<file path="config.mk">
export PLATFORM = sky130hd
export DESIGN_NAME = utf8_to_utf16_transcoder_unit
export DESIGN_NICKNAME = d
export VERILOG_FILES = /design/src/rtl/u8u16_pkg.sv /design/src/rtl/u8u16_front.sv /design/src/rtl/u8u16_queue.sv /design/src/rtl/u8u16_back.sv /design/src/rtl/utf8_to_utf16_transcoder_unit.sv
export SDC_FILE = /design/constraint.sdc
export NUM_CORES = 1
export LEC_CHECK = 0
export ABC_AREA = 1
export BUFFER_PORTS_ARGS = -buffer_cell sky130_fd_sc_hd__clkbuf_2
export CAP_MARGIN = 20
export CORE_ASPECT_RATIO = 2
export CORE_MARGIN = 4
export CORE_UTILIZATION = 25
export CTS_BUF_LIST = sky130_fd_sc_hd__clkbuf_8
export CTS_CLUSTER_DIAMETER = 30
export DETAILED_ROUTE_END_ITERATION = 7
export PLACE_DENSITY = 0.37
export SLEW_MARGIN = 15
export SYNTH_ARGS = -nofsm -noshare
export SYNTH_HDL_FRONTEND = slang
export SYNTH_HIERARCHICAL = 1
export SYNTH_SLANG_ARGS = --single-unit
</file>
<file path="constraint.sdc">
create_clock -name clk -period 2.65 [get_ports clk]
set_clock_uncertainty 0.2 [all_clocks]
set_input_delay 0 -clock clk [delete_from_list [all_inputs] [get_ports clk]]
set_output_delay 0 -clock clk [all_outputs]
set_load 0.005 [all_outputs]
</file>
<file path="src/rtl/u8u16_pkg.sv">
// Shared types and constants for the UTF-8 to UTF-16 transcoder.
package u8u16_pkg;

  localparam int unsigned QueueDepth = 4;
  localparam int unsigned QPtrW      = $clog2(QueueDepth);
  localparam int unsigned QCntW      = $clog2(QueueDepth + 1);

  localparam logic [15:0] REPL_CHAR   = 16'hFFFD;
  localparam logic [15:0] HIGH_SURR   = 16'hD800;
  localparam logic [15:0] LOW_SURR    = 16'hDC00;
  localparam logic [20:0] SURR_FIRST  = 21'h00D800;
  localparam logic [20:0] SURR_LAST   = 21'h00DFFF;
  localparam logic [20:0] POINT_LIMIT = 21'h110000;
  localparam logic [20:0] PLANE1_BASE = 21'h010000;

  // What the back end has to emit for one queued request.
  typedef enum logic [1:0] {
    KIND_BMP,
    KIND_PAIR,
    KIND_REPL
  } kind_t;

  typedef struct packed {
    kind_t       kind;
    logic [19:0] value;  // BMP unit in [15:0], or code point minus 0x10000
    logic        eos;
  } entry_t;

  typedef struct packed {
    logic full;
    logic empty;
  } q_status_t;

endpackage

</file>
<file path="src/rtl/u8u16_front.sv">
// Front end: accepts UTF-8 bytes, tracks open sequences and classifies code points.
module u8u16_front import u8u16_pkg::*; (
  input  logic        clk,
  input  logic        rst,
  input  logic        accept,
  input  logic [7:0]  byte_in,
  input  logic        end_of_string,
  output logic        push,
  output entry_t      push_entry
);

  logic [1:0]  bytes_pending, bytes_pending_next;
  logic [20:0] partial_point, partial_point_next;
  logic        produce;
  logic        open_seq;
  logic        is_cont;
  logic [20:0] cp;
  logic [19:0] cp_off;

  assign is_cont = (byte_in[7:6] == 2'b10);
  assign cp      = {partial_point[14:0], byte_in[5:0]};
  assign cp_off  = cp[19:0] - PLANE1_BASE[19:0];

  always_comb begin
    bytes_pending_next = bytes_pending;
    partial_point_next = partial_point;
    produce            = 1'b0;
    open_seq           = 1'b0;
    push_entry.kind    = KIND_REPL;
    push_entry.value   = '0;
    push_entry.eos     = end_of_string;
    if (bytes_pending == 2'd0) begin
      priority if (is_cont) begin
        produce = 1'b1;
      end else if (!byte_in[7]) begin
        produce          = 1'b1;
        push_entry.kind  = KIND_BMP;
        push_entry.value = {12'b0, byte_in};
      end else if (byte_in[7:5] == 3'b110) begin
        bytes_pending_next = 2'd1;
        partial_point_next = {16'b0, byte_in[4:0]};
        open_seq           = 1'b1;
      end else if (byte_in[7:4] == 4'b1110) begin
        bytes_pending_next = 2'd2;
        partial_point_next = {17'b0, byte_in[3:0]};
        open_seq           = 1'b1;
      end else if (byte_in[7:3] == 5'b11110) begin
        bytes_pending_next = 2'd3;
        partial_point_next = {18'b0, byte_in[2:0]};
        open_seq           = 1'b1;
      end else begin
        produce = 1'b1;
      end
    end else if (!is_cont) begin
      // Abandon the sequence; the byte is consumed.
      bytes_pending_next = 2'd0;
      partial_point_next = '0;
      produce            = 1'b1;
    end else begin
      bytes_pending_next = bytes_pending - 2'd1;
      if (bytes_pending == 2'd1) begin
        partial_point_next = '0;
        produce            = 1'b1;
        priority if ((cp >= SURR_FIRST && cp <= SURR_LAST) || cp >= POINT_LIMIT) begin
          push_entry.kind = KIND_REPL;
        end else if (cp[20:16] == 5'd0) begin
          push_entry.kind  = KIND_BMP;
          push_entry.value = {4'b0, cp[15:0]};
        end else begin
          push_entry.kind  = KIND_PAIR;
          push_entry.value = cp_off;
        end
      end else begin
        partial_point_next = cp;
        open_seq           = 1'b1;
      end
    end
    // String ends with a sequence still open.
    if (open_seq && end_of_string) begin
      bytes_pending_next = 2'd0;
      partial_point_next = '0;
      produce            = 1'b1;
      push_entry.kind    = KIND_REPL;
      push_entry.value   = '0;
    end
  end

  assign push = accept && produce;

  always_ff @(posedge clk) begin
    if (rst) begin
      bytes_pending <= 2'd0;
      partial_point <= '0;
    end else if (accept) begin
      bytes_pending <= bytes_pending_next;
      partial_point <= partial_point_next;
    end
  end

endmodule

</file>
<file path="src/rtl/u8u16_queue.sv">
// Short request queue between the front and back ends.
module u8u16_queue import u8u16_pkg::*; (
  input  logic      clk,
  input  logic      rst,
  input  logic      push,
  input  entry_t    push_entry,
  input  logic      pop,
  output entry_t    head,
  output q_status_t status
);

  entry_t             slots [QueueDepth];
  logic [QPtrW-1:0]   wr_ptr;
  logic [QPtrW-1:0]   rd_ptr;
  logic [QCntW-1:0]   count;

  assign status.full  = (count == QCntW'(QueueDepth));
  assign status.empty = (count == '0);
  assign head         = slots[rd_ptr];

  always_ff @(posedge clk) begin
    if (push) begin
      slots[wr_ptr] <= push_entry;
    end
  end

  always_ff @(posedge clk) begin
    if (rst) begin
      wr_ptr <= '0;
      rd_ptr <= '0;
      count  <= '0;
    end else begin
      if (push) begin
        wr_ptr <= wr_ptr + 1'b1;
      end
      if (pop) begin
        rd_ptr <= rd_ptr + 1'b1;
      end
      if (push && !pop) begin
        count <= count + 1'b1;
      end else if (pop && !push) begin
        count <= count - 1'b1;
      end
    end
  end

endmodule

</file>
<file path="src/rtl/u8u16_back.sv">
// Back end: expands queued requests into UTF-16 units behind an output register.
module u8u16_back import u8u16_pkg::*; (
  input  logic        clk,
  input  logic        rst,
  input  entry_t      head,
  input  q_status_t   status,
  output logic        pop,
  output logic        out_valid,
  input  logic        out_stall,
  output logic [15:0] code_unit,
  output logic        last_of_run,
  output logic        string_done,
  output logic        replaced
);

  logic        load;
  logic        take;
  logic        second, second_next;
  logic [15:0] unit_next;
  logic        last_next, done_next, repl_next;

  assign load = !out_valid || !out_stall;
  assign take = load && !status.empty;
  assign pop  = take && ((head.kind != KIND_PAIR) || second);

  always_comb begin
    second_next = second;
    unit_next   = REPL_CHAR;
    last_next   = 1'b1;
    done_next   = head.eos;
    repl_next   = 1'b1;
    unique case (head.kind)
      KIND_BMP: begin
        unit_next = head.value[15:0];
        repl_next = 1'b0;
      end
      KIND_PAIR: begin
        repl_next = 1'b0;
        if (!second) begin
          unit_next   = HIGH_SURR | {6'b0, head.value[19:10]};
          last_next   = 1'b0;
          done_next   = 1'b0;
          second_next = take;
        end else begin
          unit_next   = LOW_SURR | {6'b0, head.value[9:0]};
          second_next = !take;
        end
      end
      default: begin
        unit_next = REPL_CHAR;
      end
    endcase
  end

  always_ff @(posedge clk) begin
    if (rst) begin
      out_valid <= 1'b0;
      second    <= 1'b0;
    end else begin
      if (load) begin
        out_valid <= !status.empty;
      end
      if (take) begin
        second <= second_next;
      end
    end
  end

  always_ff @(posedge clk) begin
    if (take) begin
      code_unit   <= unit_next;
      last_of_run <= last_next;
      string_done <= done_next;
      replaced    <= repl_next;
    end
  end

endmodule

</file>
<file path="src/rtl/utf8_to_utf16_transcoder_unit.sv">
// Top level of the UTF-8 to UTF-16 transcoder.
//
// Takes one UTF-8 byte per request and emits UTF-16 code units, one byte
// accepted per cycle while the queue has room. The front end tracks the
// open sequence and turns each byte into at most one request (a BMP unit,
// a surrogate pair or U+FFFD standing for malformed input); a four-entry
// queue hands requests to the back end, which expands a pair into a high
// and a low surrogate unit and holds each unit in an output register.
// Sustained rate is one byte per cycle while the output is not stalled,
// set by the front end's combinational decode; a byte that closes a
// four-byte sequence yields two units, which the three bytes before it,
// producing nothing, leave room for. in_stall rises only while the queue is full.
// Malformed input (stray continuation, lead bytes F8..FF, a broken or
// unfinished sequence, decoded surrogates, values of 0x110000 and above)
// yields U+FFFD with replaced set; overlong forms decode as written.
module utf8_to_utf16_transcoder_unit import u8u16_pkg::*; (
  input  logic        clk,
  input  logic        rst,
  input  logic        in_valid,
  output logic        in_stall,
  input  logic [7:0]  byte_in,
  input  logic        end_of_string,
  output logic        out_valid,
  input  logic        out_stall,
  output logic [15:0] code_unit,
  output logic        last_of_run,
  output logic        string_done,
  output logic        replaced
);

  logic      accept;
  logic      push;
  logic      pop;
  entry_t    push_entry;
  entry_t    head;
  q_status_t status;

  // Hold off bytes only while the queue has no free slot.
  assign in_stall = status.full;
  assign accept   = in_valid && !in_stall;

  u8u16_front u_front (
    .clk           (clk),
    .rst           (rst),
    .accept        (accept),
    .byte_in       (byte_in),
    .end_of_string (end_of_string),
    .push          (push),
    .push_entry    (push_entry)
  );

  u8u16_queue u_queue (
    .clk        (clk),
    .rst        (rst),
    .push       (push),
    .push_entry (push_entry),
    .pop        (pop),
    .head       (head),
    .status     (status)
  );

  u8u16_back u_back (
    .clk         (clk),
    .rst         (rst),
    .head        (head),
    .status      (status),
    .pop         (pop),
    .out_valid   (out_valid),
    .out_stall   (out_stall),
    .code_unit   (code_unit),
    .last_of_run (last_of_run),
    .string_done (string_done),
    .replaced    (replaced)
  );

endmodule

</file>
==> flow_metrics.py <==
metrics = {
    "final_layout": {
        "flow.area_growth_from_synthesis_pct": 18.9,
        "final_area_um2": 7540,
        "layout_common_cells": "edfxtp_1 (111), nor2_1 (74), inv_1 (48), nand2_1 (40), o21ai_0 (35)",
        "share_of_the_core_filled_with_cells_pct": 30.1,
        "antenna_cells_inserted": 0,
        "most_common_cell_after_layout_fill_and_taps_aside": "edfxtp_1",
        "nNetsFinal": 641,
        "drive_gt1_share_pct": 29.4,
        "fin_cells": 968,
    },
    "synthesis": {
        "net_count_after_synthesis": 566,
        "yosysWarningCount": 6,
        "postSynthCellCount": 544,
        "fraction_of_post_synthesis_cell_area_in_the_top_cell_type_by_area_pct": 52.6,
        "post-synth-top-area-cell": "edfxtp_1",
        "syn_area_um2": 6340,
        "avgSynthCellArea_um2": 11.7,
        "ys_top_cells_by_area": "edfxtp_1 (53%), dfxtp_1 (8.8%), nor2_1 (4.4%)",
        "ys_seq_area_share_pct": 61.4,
        "post_synth_num_cell_types": 43,
        "synth.ff_latch_count": 139,
    },
    "clock_tree": {
        "tritoncts_buffer_count": 17,
        "htree_levels": 4,
        "clock-sinks": 139,
        "worstSkewPairLatency_ns": 0.45,
        "tritoncts": "done",
        "cts.root.buffer_cell": "clkbuf_8",
        "clkTransAtPathRegs_ns": 0.08,
        "clock_path_buffers": 2,
    },
    "global_route": {
        "initial_antenna_violation_count": 0,
        "grt_pass1_wl_um": 25700,
        "first_global_vias": 4465,
        "grt_use_total_pct": 12.5,
        "overflow": 0,
        "grt_max_degree": 35,
    },
    "setup_path": {
        "cp-end-kind": "flip-flop",
        "reg2reg_depth": 13,
        "crit_path_start_kind": "flip-flop",
        "crit_required_ns": 2.80,
        "crit_arrival_ns": 2.66,
        "worst_r2r_endpoint": "u_queue/count[1]$_SDFFE_PP0P_",
        "critical_path_class": "flip-flop to flip-flop",
        "r2r_start": "u_front/bytes_pending[0]$_SDFFE_PP0P_",
        "path_max_fanout": 6,
        "regToRegSetupSlack_ns": 0.14,
    },
    "sta": {
        "final.period_utilization_pct": 94.9,
        "timing_hold_violations_final": 0,
        "worst-slew-pin-transition_ns": 0.727,
        "final-setup-viol-count": 0,
        "period_needed_ns": 2.51,
        "worst_slack_ns": 0.136,
        "finalSetupTns_ns": 0,
        "final_max_slew_viol_count": 0,
        "timing.fmax_ghz": 0.398,
        "max-slew-margin-rel_pct": 51.5,
        "hold-worst-slack_ns": 0.219,
        "grt_setup_unrepaired": "false",
    },
    "drt": {
        "final_routed_drc_violation_total": 0,
        "wl_per_cell_um": 17.3,
        "via_per_inst": 4.35,
        "firstDrtPassIters": 4,
        "antenna_left": 0,
        "first_iter_violations": 187,
        "wl_um": 16700,
        "route.vias.total": 4215,
    },
    "pwr": {
        "report.power.total_mw": 7.43,
        "power_density_normalized_to_cell_area_nw_per_um2": 986,
        "ir_drop_mv": 0.405,
        "power_leakage_nw": 2.78,
    },
    "placed_design": {
        "place.gp.congestion": 0.803,
        "placedInstanceArea_um2": 6910,
        "post-dp-hpwl_um": 12000,
        "dp_worst_setup_slack_ns": 0.0621,
        "buffer_ports.inserted": 33,
        "placed_cells_incl_taps": 909,
    },
    "die": {
        "core-area_um2": 25000,
        "die_height_um": 233,
        "core.rowCount": 82,
        "width_of_the_die_um": 121,
        "design.die.area_um2": 28100,
        "io-pin-count": 34,
        "initial_core_util_pct": 25.3,
    },
    "min_path": {
        "min-delay-start": "rst",
        "timing.hold.worst_endpoint": "u_back/out_valid$_SDFFE_PP0N_",
        "hold_depth": 3,
        "min_path_type": "input port to flip-flop",
    },
    "outcome": {
        "outcome": "finished, final reports clean",
    },
    "run": {
        "drv.max_cap_violation_count": 0,
    },
}
-- layout make-up --
| type | instances | area (um^2) |
|---|---|---|
| clock buffers | 17 | 234 |
| clock inverters | 15 | 118 |
| fillers | 2633 | 17500 |
| inverters | 56 | 225 |
| multi-input cells | 328 | 2020 |
| flip-flops and latches | 139 | 3890 |
| well taps | 336 | 420 |
| repair buffers | 77 | 623 |
-- power breakdown --
group          leakage [nW]  internal [mW]  switching [mW]  total (mW)
Clock                 0.194          0.800           0.773        1.57
Combinational          1.26           1.00            1.80        2.80
Sequential             1.32           2.88           0.177        3.06
-- metal layers --
layer | GRT usage, % | routed length [um]
met2 | 24.8 | 9720
met5 | 0 | 0
met4 | 5.67 | 570
met3 | 2.69 | 501
met1 | 11.8 | 5910
-- worst max-delay path by stage --
stage	from	endpoint	slack, ns	depth (start not counted)
global placement	u_front/bytes_pending[1]$_SDFFE_PP0P_	u_queue/count[1]$_SDFFE_PP0P_	0.15	11
CTS	u_front/bytes_pending[1]$_SDFFE_PP0P_	u_queue/count[1]$_SDFFE_PP0P_	0.06	11
detailed placement	u_front/bytes_pending[1]$_SDFFE_PP0P_	u_queue/count[1]$_SDFFE_PP0P_	0.06	11
finish	u_front/bytes_pending[0]$_SDFFE_PP0P_	u_queue/count[1]$_SDFFE_PP0P_	0.14	13
floorplan	flip-flop	u_queue/count[2]$_SDFFE_PP0P_	0.10	18
global route	flip-flop	u_queue/count[2]$_SDFFE_PP0P_	0.009	15
-- state kept, by name (all words and copies together) (netlist names), 2 cells and up, named ones only --
| register | count |
|---|---|
| u_queue/rd_ptr | 2 |
| u_queue/slots | 92 |
| u_queue/wr_ptr | 2 |
| u_front/bytes_pending | 2 |
| u_back/code_unit | 16 |
| u_front/partial_point | 15 |
| u_queue/count | 3 |
-- Yosys cell counts --
master            n
nor3_1            5
nor2_1           74
inv_2             9
o211a_1           1
nor2_4            8
inv_12            1
a21oi_2          10
inv_1            44
ha_1              8
or2_2             2
xor2_1            1
o22ai_1           8
dfxtp_1          28
clkbuf_4          3
and2_1            1
dlymetal6s2s_1    1
a21oi_4           1
clkinv_1          1
nand3_1          13
nand2_1          40
fa_1              1
o22ai_2          16
nor3_2            3
buf_8             2
o31ai_1           1
buf_4             2
o21ai_1          15
o21ai_0          36
nand4_1          12
a211oi_2          3
buf_2             3
nand3_2           2
buf_12            4
nand2_2           5
edfxtp_1        111
nor2_2           22
inv_4             1
a21oi_1          20
a21boi_4          1
buf_6             3
o21ai_2          19
buf_1             2
clkbuf_1          1
-- kinds of logic after synthesis --
group                      share of synthesized area [%]
and+or+nand+nor                                     14.5
DFF                                                 61.4
AOI/OAI and AO/OA                                   15.0
buffers and inverters                               7.03
adders and majority gates                           1.90
xor gates and xnor gates                           0.138
-- critical path, stage by stage (launching register included) --
cell and delay, ns:
dfxtp_1 0.38, inv_1 0.09, ha_4 0.19, nand2_2 0.11
inv_2 0.06, nand2_1 0.08, nand3_1 0.18, nand2_1 0.11
inv_1 0.06, ha_1 0.20, inv_1 0.10, fa_2 0.43
o21ai_0 0.16, nor2_1 0.05
-- what timing repair did --
action                                 4_1_cts  5_1_grt
buffers inserted                             0        6
resized for setup                            0        6
endpoints found under the hold margin       58        0
hold buffers                                21        0
setup endpoints to repair                    0        3
Note: power is estimated with default switching activity, not from simulation.
